<file path="config.mk">
export PLATFORM = sky130hd
export DESIGN_NAME = wnaf_scalar_recoder
export DESIGN_NICKNAME = d
export VERILOG_FILES = /design/src/rtl/wnr_pkg.sv /design/src/rtl/wnaf_scalar_recoder.sv /design/src/rtl/wnr_digit_unit.sv
export SDC_FILE = /design/constraint.sdc
export NUM_CORES = 1
export LEC_CHECK = 0
export BUFFER_PORTS_ARGS = -buffer_cell sky130_fd_sc_hd__buf_4
export CORE_MARGIN = 2
export CORE_UTILIZATION = 45
export CTS_CLUSTER_SIZE = 14
export DETAILED_ROUTE_END_ITERATION = 8
export HOLD_SLACK_MARGIN = 0.05
export PLACE_DENSITY = 0.74
export SYNTH_ARGS = -nofsm -noshare
export SYNTH_HDL_FRONTEND = slang
export SYNTH_HIERARCHICAL = 1
export SYNTH_SLANG_ARGS = --single-unit
</file>
<file path="constraint.sdc">
create_clock -name clk -period 9.2 [get_ports clk]
set_input_delay 1.38 -clock clk [delete_from_list [all_inputs] [get_ports clk]]
set_output_delay 1.38 -clock clk [all_outputs]
set_load 0.1 [all_outputs]
</file>
<file path="src/rtl/wnr_pkg.sv">
// Shared constants and types for the width-w NAF scalar recoder.
package wnr_pkg;

	localparam int CHUNK_BITS    = 32;
	localparam int MAX_WINDOW    = 7;
	localparam int MAX_POSITIONS = 1024;

	localparam int W_W       = 3;
	localparam int DIG_W     = 7;
	localparam int POS_W     = 11;
	localparam int MASK_W    = 32;
	localparam int PEND_W    = 16;
	localparam int CNT_W     = 4;
	localparam int SKIP_W    = 3;
	localparam int BIT_IDX_W = $clog2(CHUNK_BITS);
	localparam int ADDR_W    = 3;
	localparam int DATA_W    = 32;

	// digit transfers per chunk; one slot is kept for the summary
	localparam int STEP_DIGITS = 19;
	localparam int STEP_CNT_W  = 5;

	// register indexes
	localparam logic [ADDR_W-3:0] REG_WINDOW_WIDTH = '0;

	localparam logic [W_W-1:0] WINDOW_RESET = W_W'(4);
	localparam logic [W_W-1:0] WINDOW_MIN   = W_W'(2);

	typedef struct packed {
		logic [CHUNK_BITS-1:0] scalar_chunk;
		logic                  chunk_last;
	} in_item_t;

	typedef struct packed {
		logic signed [DIG_W-1:0] digit;
		logic [POS_W-1:0]        position;
		logic                    digit_valid;
		logic                    run_last;
		logic [POS_W-1:0]        digit_length;
		logic [MASK_W-1:0]       used_mask;
		logic                    overflow;
	} out_item_t;

	// sequencer -> recoding unit
	typedef struct packed {
		logic insert;
		logic bit_in;
		logic decide;
		logic clear;
	} wnr_ctrl_t;

	// recoding unit -> sequencer
	typedef struct packed {
		logic [CNT_W-1:0]        cnt;
		logic                    pend_nz;
		logic                    emit;
		logic signed [DIG_W-1:0] digit;
		logic [POS_W-1:0]        position;
		logic [POS_W-1:0]        length;
		logic [MASK_W-1:0]       mask;
		logic                    ovf;
	} wnr_stat_t;

endpackage

</file>
<file path="src/rtl/wnaf_scalar_recoder.sv">
// Top level of the width-w NAF scalar recoder: sequencer, config register, output stage.
//
//  channel  | handshake         | payload                   | direction
//  ---------+-------------------+---------------------------+----------
//  in       | in_valid/in_stall | in_data  (in_item_t)      | into block
//  out      | out_valid/out_st. | out_data (out_item_t)     | out of block
//  cfg      | APB psel/penable  | paddr/pwdata/prdata       | both
//
// A chunk is shifted in one bit per cycle, while the output is not stalled, after
// the accept cycle. Each scan cycle inserts one bit and decides one NAF position
// once w bits are held. If the window was narrowed between chunks, a decide-only
// step runs for each held bit beyond w-1. The last chunk adds a flush decide for
// each position until the residual is zero, then a check that sees it empty and
// a summary transfer.
// Reset is asynchronous, active low; no clearing pass is needed after it.
// A stall on the output pauses the whole sequencer; input is taken only when idle.
module wnaf_scalar_recoder (
	input  logic                          clk,
	input  logic                          arst_n,
	// input channel
	input  logic                          in_valid,
	output logic                          in_stall,
	input  wnr_pkg::in_item_t             in_data,
	// output channel
	output logic                          out_valid,
	input  logic                          out_stall,
	output wnr_pkg::out_item_t            out_data,
	// configuration
	input  logic                          psel,
	input  logic                          penable,
	input  logic                          pwrite,
	input  logic [wnr_pkg::ADDR_W-1:0]    paddr,
	input  logic [wnr_pkg::DATA_W-1:0]    pwdata,
	output logic [wnr_pkg::DATA_W-1:0]    prdata,
	output logic                          pready
);

	typedef enum logic [3:0] {
		ST_IDLE  = 4'b0001,
		ST_RUN   = 4'b0010,
		ST_FLUSH = 4'b0100,
		ST_SUM   = 4'b1000
	} state_t;

	state_t                              st_q;
	logic [wnr_pkg::CHUNK_BITS-1:0]      sh_q;
	logic                                last_q;
	logic [wnr_pkg::BIT_IDX_W-1:0]       bit_cnt_q;
	logic [wnr_pkg::W_W-1:0]             win_q;
	logic [wnr_pkg::W_W-1:0]             w_eff;
	logic                                out_valid_q;
	wnr_pkg::out_item_t                  out_q;
	logic [wnr_pkg::STEP_CNT_W-1:0]      step_dig_q;

	wnr_pkg::wnr_ctrl_t                  ctrl;
	wnr_pkg::wnr_stat_t                  stat;

	logic adv;        // sequencer may take a step this cycle
	logic in_xfer;
	logic cfg_wr;
	logic reg_hit;
	logic win_full;   // enough bits held to decide without a new one
	logic emit_now;
	logic dig_out;    // digit goes out as a transfer

	// ---------------- configuration ----------------
	assign pready  = 1'b1;
	assign reg_hit = (paddr[wnr_pkg::ADDR_W-1:2] == wnr_pkg::REG_WINDOW_WIDTH);
	assign cfg_wr  = psel && penable && pwrite && pready && reg_hit;
	assign prdata  = reg_hit ? wnr_pkg::DATA_W'(win_q) : '0;

	always_ff @(posedge clk or negedge arst_n) begin
		if (!arst_n) begin
			win_q <= wnr_pkg::WINDOW_RESET;
		end else if (cfg_wr) begin
			win_q <= pwdata[wnr_pkg::W_W-1:0];
		end
	end

	// clamp window to the supported range
	always_comb begin
		priority if (win_q < wnr_pkg::WINDOW_MIN) begin
			w_eff = wnr_pkg::WINDOW_MIN;
		end else if (win_q > wnr_pkg::W_W'(wnr_pkg::MAX_WINDOW)) begin
			w_eff = wnr_pkg::W_W'(wnr_pkg::MAX_WINDOW);
		end else begin
			w_eff = win_q;
		end
	end

	// ---------------- sequencer ----------------
	assign adv      = !out_valid_q || !out_stall;
	assign in_stall = (st_q != ST_IDLE);
	assign in_xfer  = in_valid && !in_stall;
	assign win_full = (stat.cnt >= wnr_pkg::CNT_W'(w_eff));

	always_comb begin
		ctrl = '0;
		unique case (st_q)
			ST_IDLE: begin
			end
			ST_RUN: begin
				if (adv) begin
					if (win_full) begin
						// window narrowed since last chunk: drain surplus first
						ctrl.decide = 1'b1;
					end else begin
						ctrl.insert = 1'b1;
						ctrl.bit_in = sh_q[0];
						ctrl.decide = ((stat.cnt + wnr_pkg::CNT_W'(1)) >=
							wnr_pkg::CNT_W'(w_eff));
					end
				end
			end
			ST_FLUSH: begin
				ctrl.decide = adv && stat.pend_nz;
			end
			ST_SUM: begin
				ctrl.clear = adv;
			end
			default: begin
			end
		endcase
	end

	always_ff @(posedge clk or negedge arst_n) begin
		if (!arst_n) begin
			st_q      <= ST_IDLE;
			bit_cnt_q <= '0;
			last_q    <= 1'b0;
		end else begin
			unique case (st_q)
				ST_IDLE: begin
					if (in_xfer) begin
						st_q      <= ST_RUN;
						bit_cnt_q <= '0;
						last_q    <= in_data.chunk_last;
					end
				end
				ST_RUN: begin
					if (ctrl.insert) begin
						bit_cnt_q <= bit_cnt_q + wnr_pkg::BIT_IDX_W'(1);
						if (bit_cnt_q == wnr_pkg::BIT_IDX_W'(wnr_pkg::CHUNK_BITS - 1)) begin
							st_q <= last_q ? ST_FLUSH : ST_IDLE;
						end
					end
				end
				ST_FLUSH: begin
					if (adv && !stat.pend_nz) begin
						st_q <= ST_SUM;
					end
				end
				ST_SUM: begin
					if (adv) begin
						st_q <= ST_IDLE;
					end
				end
				default: begin
					st_q <= ST_IDLE;
				end
			endcase
		end
	end

	// chunk shift register, one bit consumed per insert
	always_ff @(posedge clk) begin
		if (in_xfer) begin
			sh_q <= in_data.scalar_chunk;
		end else if (ctrl.insert) begin
			sh_q <= sh_q >> 1;
		end
	end

	wnr_digit_unit u_digit (
		.clk    (clk),
		.arst_n (arst_n),
		.w      (w_eff),
		.ctrl   (ctrl),
		.stat   (stat)
	);

	// ---------------- output stage ----------------
	// digits past the per-chunk cap still count toward length and mask,
	// they just do not go out
	assign dig_out  = stat.emit &&
		(step_dig_q < wnr_pkg::STEP_CNT_W'(wnr_pkg::STEP_DIGITS));
	assign emit_now = dig_out || ctrl.clear;

	always_ff @(posedge clk or negedge arst_n) begin
		if (!arst_n) begin
			step_dig_q <= '0;
		end else if (in_xfer) begin
			step_dig_q <= '0;
		end else if (dig_out) begin
			step_dig_q <= step_dig_q + wnr_pkg::STEP_CNT_W'(1);
		end
	end

	always_ff @(posedge clk or negedge arst_n) begin
		if (!arst_n) begin
			out_valid_q <= 1'b0;
		end else if (emit_now) begin
			out_valid_q <= 1'b1;
		end else if (!out_stall) begin
			out_valid_q <= 1'b0;
		end
	end

	always_ff @(posedge clk) begin
		if (ctrl.clear) begin
			// summary transfer for the finished scalar
			out_q.digit        <= '0;
			out_q.position     <= '0;
			out_q.digit_valid  <= 1'b0;
			out_q.run_last     <= 1'b1;
			out_q.digit_length <= stat.length;
			out_q.used_mask    <= stat.mask;
			out_q.overflow     <= stat.ovf;
		end else if (dig_out) begin
			out_q.digit        <= stat.digit;
			out_q.position     <= stat.position;
			out_q.digit_valid  <= 1'b1;
			out_q.run_last     <= 1'b0;
			out_q.digit_length <= '0;
			out_q.used_mask    <= '0;
			out_q.overflow     <= 1'b0;
		end
	end

	assign out_valid = out_valid_q;
	assign out_data  = out_q;

endmodule

</file>
<file path="src/rtl/wnr_digit_unit.sv">
// Recoding state and decide step: one bit in, one position out per cycle when stepped.
module wnr_digit_unit (
	input  logic                      clk,
	input  logic                      arst_n,
	input  logic [wnr_pkg::W_W-1:0]   w,
	input  wnr_pkg::wnr_ctrl_t        ctrl,
	output wnr_pkg::wnr_stat_t        stat
);

	logic [wnr_pkg::PEND_W-1:0]  pend_q;
	logic [wnr_pkg::CNT_W-1:0]   cnt_q;
	logic [wnr_pkg::SKIP_W-1:0]  skip_q;
	logic [wnr_pkg::POS_W-1:0]   np_q;
	logic [wnr_pkg::POS_W-1:0]   len_q;
	logic [wnr_pkg::MASK_W-1:0]  mask_q;
	logic                        ovf_q;

	logic [wnr_pkg::PEND_W-1:0]  v1, v2, v3, full, low, half, u, mag, dv;
	logic [wnr_pkg::CNT_W-1:0]   cnt1, cnt_n;
	logic [wnr_pkg::SKIP_W-1:0]  skip_n;
	logic [wnr_pkg::POS_W:0]     abs_pos;
	logic                        neg, digit_ev, emit, ovf_set;

	always_comb begin
		abs_pos = {1'b0, np_q} + (wnr_pkg::POS_W+1)'(cnt_q);
		ovf_set = ctrl.insert && ctrl.bit_in &&
			(abs_pos >= (wnr_pkg::POS_W+1)'(wnr_pkg::MAX_POSITIONS));

		v1   = ctrl.insert ? pend_q + (wnr_pkg::PEND_W'(ctrl.bit_in) << cnt_q) : pend_q;
		cnt1 = ctrl.insert ? cnt_q + wnr_pkg::CNT_W'(1) : cnt_q;

		full = wnr_pkg::PEND_W'(1) << w;
		low  = full - wnr_pkg::PEND_W'(1);
		half = full >> 1;
		u    = v1 & low;
		neg  = (u >= half);
		mag  = neg ? full - u : u;
		dv   = u - (neg ? full : '0);

		digit_ev = ctrl.decide && (skip_q == '0) && v1[0];
		emit     = digit_ev && (np_q <= wnr_pkg::POS_W'(wnr_pkg::MAX_POSITIONS));

		v2 = digit_ev ? (v1 & ~low) + (neg ? full : '0) : v1;
		v3 = ctrl.decide ? (v2 >> 1) : v1;

		if (!ctrl.decide) begin
			skip_n = skip_q;
		end else if (skip_q != '0) begin
			skip_n = skip_q - wnr_pkg::SKIP_W'(1);
		end else if (digit_ev) begin
			skip_n = w - wnr_pkg::SKIP_W'(1);
		end else begin
			skip_n = '0;
		end

		if (ctrl.decide && cnt1 != '0) begin
			cnt_n = cnt1 - wnr_pkg::CNT_W'(1);
		end else begin
			cnt_n = cnt1;
		end
	end

	always_ff @(posedge clk or negedge arst_n) begin
		if (!arst_n) begin
			pend_q <= '0;
			cnt_q  <= '0;
			skip_q <= '0;
			np_q   <= '0;
			len_q  <= '0;
			mask_q <= '0;
			ovf_q  <= 1'b0;
		end else if (ctrl.clear) begin
			pend_q <= '0;
			cnt_q  <= '0;
			skip_q <= '0;
			np_q   <= '0;
			len_q  <= '0;
			mask_q <= '0;
			ovf_q  <= 1'b0;
		end else begin
			pend_q <= v3;
			cnt_q  <= cnt_n;
			skip_q <= skip_n;
			// position saturates; anything past the limit is dropped anyway
			if (ctrl.decide && np_q != '1) begin
				np_q <= np_q + wnr_pkg::POS_W'(1);
			end
			if (emit) begin
				len_q  <= np_q + wnr_pkg::POS_W'(1);
				mask_q <= mask_q | (wnr_pkg::MASK_W'(1) << mag[5:1]);
			end
			if (ovf_set) begin
				ovf_q <= 1'b1;
			end
		end
	end

	assign stat.cnt      = cnt_q;
	assign stat.pend_nz  = (pend_q != '0);
	assign stat.emit     = emit;
	assign stat.digit    = $signed(dv[wnr_pkg::DIG_W-1:0]);
	assign stat.position = np_q;
	assign stat.length   = len_q;
	assign stat.mask     = mask_q;
	assign stat.ovf      = ovf_q;

endmodule

</file>
==> results of run 1 <==
==> stage by stage <==
step           hold WS, ns  setup slack (ns)  cells    util
6_report            0.4617            0.9755   1694  0.5255
5_1_grt             0.4891            0.3764   1694  0.5255
4_1_cts             0.4608             1.126   1694  0.5255
3_5_place_dp        0.4504            0.9102   1662  0.5020
3_3_place_gp        0.4350             1.003   1662  0.5020
2_1_floorplan       0.4518             1.143   1294       -
==> layer usage <==
metal  vias to the layer above  part of all wire  global-route usage  wire length [um]
li1                       4557                 -                   -                 -
met1                      4384              0.47              0.2742             12460
met2                       222              0.47              0.3142             12550
met3                        17             0.046             0.02997              1220
met4                         0             0.012             0.05652               329
met5                         -                 0                   0                 0
==> critical path: cells and delay by family, from the launching register on <==
family                   cells  cell delay [ns]
flip-flops                   1             0.75
AND/OR/NAND/NOR              9             1.85
multiplexers                 1             0.33
buffers and inverters        5             0.85
adder cells (fa/ha/maj)      5             1.67
AO/OA/AOI/OAI               13             2.69
==> worst max-delay path by stage <==
stage / start / end / slack [ns] / cells past startpoint
4_1_cts: win_q[2] / u_digit/pend_q[13] / 1.13 / 33
5_1_grt: win_q[2] / u_digit/pend_q[11] / 0.38 / 34
3_3_place_gp: out_stall / u_digit/pend_q[13] / 1.00 / 32
2_1_floorplan: out_stall / u_digit/pend_q[13] / 1.14 / 32
6_report: win_q[2] / u_digit/pend_q[13] / 0.98 / 33
3_5_place_dp: out_stall / u_digit/pend_q[13] / 0.91 / 32
==> flip-flops by register name (all words and copies together) (netlist names) <==
register / count
u_digit/len_q: 11
last_q: 1
u_digit/ovf_q: 1
u_digit/np_q: 11
u_digit/cnt_q: 4
u_digit/mask_q: 32
out_valid: 1
step_dig_q: 5
out_data: 64
u_digit/skip_q: 3
u_digit/pend_q: 16
win_q: 3
sh_q: 32
bit_cnt_q: 5
st_q: 4
==> cell type report <==
cell class / instances / area (um^2)
Fill cell: 2250 / 12020
Timing Repair Buffer: 128 / 960.9
Tap cell: 330 / 412.9
Sequential cell: 193 / 5112
Inverter: 73 / 274.0
Multi-Input combinational cell: 938 / 5953
Clock buffer: 18 / 429.2
Clock inverter: 14 / 166.4
==> cells in the final DEF (no fill, tap or decap), drive strengths merged, types with 17 or more instances in the layout <==
cell type	instances
nand2	198
buf	128
nor2	98
dfrtp	95
a21oi	82
inv	78
edfxtp	76
ha	63
and2	51
o21ai	45
xnor2	33
o32ai	33
conb	30
nand3	22
a211oi	21
xor2	20
dfxtp	20
nor3	19
mux2i	19
clkbuf	18
nand2b	17
==> cells by family after synthesis <==
family / Yosys count / share of synthesized area
xor gates and xnor gates: 53 / 0.03976
muxes: 29 / 0.02594
DFF: 193 / 0.4379
buffers and inverters: 163 / 0.06441
adders and majority gates: 68 / 0.07609
and+or+nand+nor: 486 / 0.1973
other: 2 / 0.0006433
AOI/OAI and AO/OA: 272 / 0.1580
==> flow_summary.json, run 1 <==
{
  "outcome": "completed",
  "syn_area_per_cell_um2": 9.222,
  "cts.repair.resized": 0,
  "vias_per_cell": 5.419,
  "num_rows": 58,
  "worst_pin_slew_ns": 1.116,
  "wire_per_inst_um": 15.68,
  "crit_path_max_incr_delay_ns": 0.75,
  "cts_tree": "yes",
  "required_ns": 9.56,
  "synth_ff_type": "dfrtp_1",
  "crit_slowest_cell": "dfstp_2",
  "min_path_cells": 2,
  "grt_use_total": 0.1955,
  "drc": 0,
  "cp-end-kind": "flop",
  "synth_area_leaders": "dfrtp_1 20%, edfxtp_1 20%, ha_1 6.8%",
  "worstPathArrival_ns": 8.59,
  "root_buffer": "clkbuf_16",
  "die_area_um2": 27250,
  "fin_tns_setup_ns": 0,
  "placed_area_um2": 12710,
  "fin_crit_sh": 0.8940,
  "crit_type": "reg -> reg",
  "maxCapViolations": 0,
  "grt_antenna_before_repair": 0,
  "ys_warn_count": 6,
  "yosysMostFrequentCell": "nand2_1",
  "ff2ff_path_depth": 33,
  "path_max_fanout": 27,
  "ctsLongestPathBuffers": 2,
  "htreeDepth": 4,
  "drt_wl_total_mm": 26.56,
  "grt_max_degree": 116,
  "dieWidth_um": 165.1,
  "start_util": 0.4610,
  "yosysTopAreaCellShare": 0.2036,
  "grt_setup_unrepaired": "no",
  "design_area_um2": 13310,
  "r2r_slack_ns": 0.98,
  "clock_latency_ns": 0.44,
  "worstSetupStartpointType": "flop",
  "path_clk_slew_ns": 0.08,
  "die_h_um": 165.1,
  "fin_skew_ns": 0.01233,
  "synth-seq-cells": 193,
  "cts_setup_buffers": 0,
  "numCtsBuffers": 17,
  "ys_seq_area_frac": 0.4379,
  "max_freq_mhz": 121.6,
  "top_level_ports": 174,
  "antenna_cells": 0,
  "hp-class": "reg -> reg",
  "drive_gt1_frac": 0.1400,
  "grt_pass1_wl_mm": 42.66,
  "dp_hpwl_mm": 18.89,
  "grt-ovfl-total": 0,
  "period_needed_ns": 8.225,
  "netlist_area_um2": 11670,
  "hold_viol": 0,
  "r2r_start": "win_q[2]",
  "portBuffers": 112,
  "postSynthCellCount": 1266,
  "hp-start": "out_data[52]",
  "dr.first_iter.drc_count": 665,
  "area_delta_synth_final_pct": 14.00,
  "synth_top_area_cell": "dfrtp_1",
  "grt_pass1_vias": 8548,
  "dr.pass1.iters": 5,
  "synth_cell_type_count": 76,
  "finalMaxSlewViolations": 0,
  "synth_edf_count": 76,
  "holdPathEnd": "out_data[52]",
  "gp_congestion": 0.9261,
  "slew_headroom": 0.2547,
  "cts_sinks": 193,
  "nNetsFinal": 1494,
  "reg2reg_to": "u_digit/pend_q[13]",
  "cts_hold_buffers": 0,
  "coreArea_um2": 25330,
  "ant_nets": 0,
  "synth_common_cells": "198 x nand2_1, 98 x nor2_1, 95 x dfrtp_1",
  "setup_viol": 0,
  "async_reset_ff_frac": 0.5026,
  "via_count": 9180
}
Power of run 1 is not shown: default switching activity piles up to over one toggle a cycle in this logic, so the estimate is an artifact.
==> inputs of run 2 (changes only) <==
--- a/config.mk
+++ b/config.mk
@@ -11,7 +11,7 @@
 export CTS_CLUSTER_SIZE = 14
 export DETAILED_ROUTE_END_ITERATION = 8
 export HOLD_SLACK_MARGIN = 0.05
-export PLACE_DENSITY = 0.74
+export PLACE_DENSITY = 0.62
 export SYNTH_ARGS = -nofsm -noshare
 export SYNTH_HDL_FRONTEND = slang
 export SYNTH_HIERARCHICAL = 1
==> flow_summary.json, run 2 (synthesized netlist as in run 1, its figures left out) <==
{
  "cts_sinks": 193,
  "cp-end-kind": "flop",
  "grt-ovfl-total": 0,
  "drive_gt1_frac": 0.1439,
  "max_freq_mhz": 121.4,
  "worstSetupStartpointType": "flop",
  "fin_tns_setup_ns": 0,
  "grt_antenna_before_repair": 0,
  "slew_headroom": 0.3087,
  "setup_viol": 0,
  "finalMaxSlewViolations": 0,
  "gp_congestion": 0.8570,
  "outcome": "completed",
  "crit_top_cell": "a21oi_1",
  "final_common_cell": "nand2_1",
  "hold_viol": 0,
  "numCtsBuffers": 17,
  "grt_max_degree": 73,
  "maxCapViolations": 0,
  "vias_per_cell": 5.389,
  "hp-class": "reg -> reg",
  "dr.first_iter.drc_count": 676,
  "period_needed_ns": 8.240,
  "dr.pass1.iters": 5,
  "drc": 0,
  "cts_setup_buffers": 0,
  "grt_use_total": 0.2045,
  "path_clk_slew_ns": 0.08,
  "die_h_um": 165.1,
  "cts.repair.resized": 0,
  "die_area_um2": 27250,
  "ctsLongestPathBuffers": 2,
  "fin_ws_ns": 0.9596,
  "num_rows": 58,
  "ant_nets": 0,
  "cpLargestDelayFamily": "compound AO/OA/AOI/OAI gates",
  "antenna_cells": 0,
  "grt_setup_unrepaired": "no",
  "htreeDepth": 4,
  "worstPathArrival_ns": 8.61,
  "grt_pass1_wl_mm": 44.35,
  "path_buf_inv": 4,
  "fin_skew_ns": 0.01925,
  "required_ns": 9.57,
  "worst_pin_slew_ns": 1.032,
  "via_count": 9156,
  "cts_hold_buffers": 0,
  "portBuffers": 112,
  "fin_crit_sh": 0.8957,
  "largest_reg_flops": 64,
  "root_buffer": "clkbuf_16",
  "cts_tree": "yes",
  "dp_worst_setup_slack_ns": 0.7424,
  "dp_hpwl_mm": 19.63,
  "wire_per_inst_um": 15.94,
  "dieWidth_um": 165.1,
  "path_max_fanout": 19,
  "final_cell_mix": "198 x nand2_1, 133 x buf_4, 96 x nor2_1",
  "clock_latency_ns": 0.45,
  "start_util": 0.4610,
  "crit_slowest_cell": "dfstp_2",
  "design_area_um2": 13360,
  "top_level_ports": 174,
  "coreArea_um2": 25330,
  "drt_wl_total_mm": 27.08,
  "placed_area_um2": 12750,
  "nNetsFinal": 1499,
  "grt_pass1_vias": 8605,
  "crit_type": "reg -> reg",
  "area_delta_synth_final_pct": 14.40,
  "crit_path_max_incr_delay_ns": 0.78
}
## run 2: changes by cell type in the layout (fill, tap and decap cells not counted), sizes merged
cell | before | now
inv | 78 | 79
clkinv | 6 | 9
bufinv | 1 | 0
buf | 128 | 133
clkinvlp | 2 | 0
clkbuf | 18 | 17
## run 2: worst min-delay path, cell delays in order, from the launching register on
cell and delay [ns]:
dfxtp_1 0.31, nand2_1 0.05, a21oi_1 0.05
## run 2: cell type report
class	instances	area [um^2]
clock buffers	17	425.4
clock inverters	15	180.2
fillers	2351	11970
inverters	73	274.0
multi-input cells	938	5953
flip-flops and latches	193	5112
well taps	330	412.9
repair buffers	133	998.5
## run 2: path summary, 6_finish.rpt
path | startpoint | endpoint | slack [ns] | cells past startpoint
worst max-delay path | win_q[2] | u_digit/pend_q[13] | 0.96 | 33
worst min-delay path | out_data[48] | out_data[48] | 0.46 | 2
worst max register to register | win_q[2] | u_digit/pend_q[13] | 0.96 | 33
worst min register to register | out_data[48] | out_data[48] | 0.46 | 2
max in group asynchronous | arst_n | u_digit/cnt_q[0] | 7.08 | 2
min in group asynchronous | arst_n | u_digit/mask_q[19] | 0.87 | 1
## run 2: through the flow
| step | util | instances | hold slack, ns |
|---|---|---|---|
| after floorplan | - | 1294 | 0.4518 |
| after global placement | 0.5035 | 1667 | 0.4372 |
| after detailed placement | 0.5035 | 1667 | 0.4465 |
| after CTS | 0.5274 | 1699 | 0.4602 |
| after global routing | 0.5274 | 1699 | 0.4799 |
| final | 0.5274 | 1699 | 0.4561 |
## run 2: routing by layer
layer,wire length [um],GRT usage,part of all wire
met5,0,0,0
met4,289,0.05929,0.011
met2,12460,0.3172,0.46
met3,934,0.02073,0.034
met1,13390,0.3034,0.49
Power of run 2 is left out for the same reason.
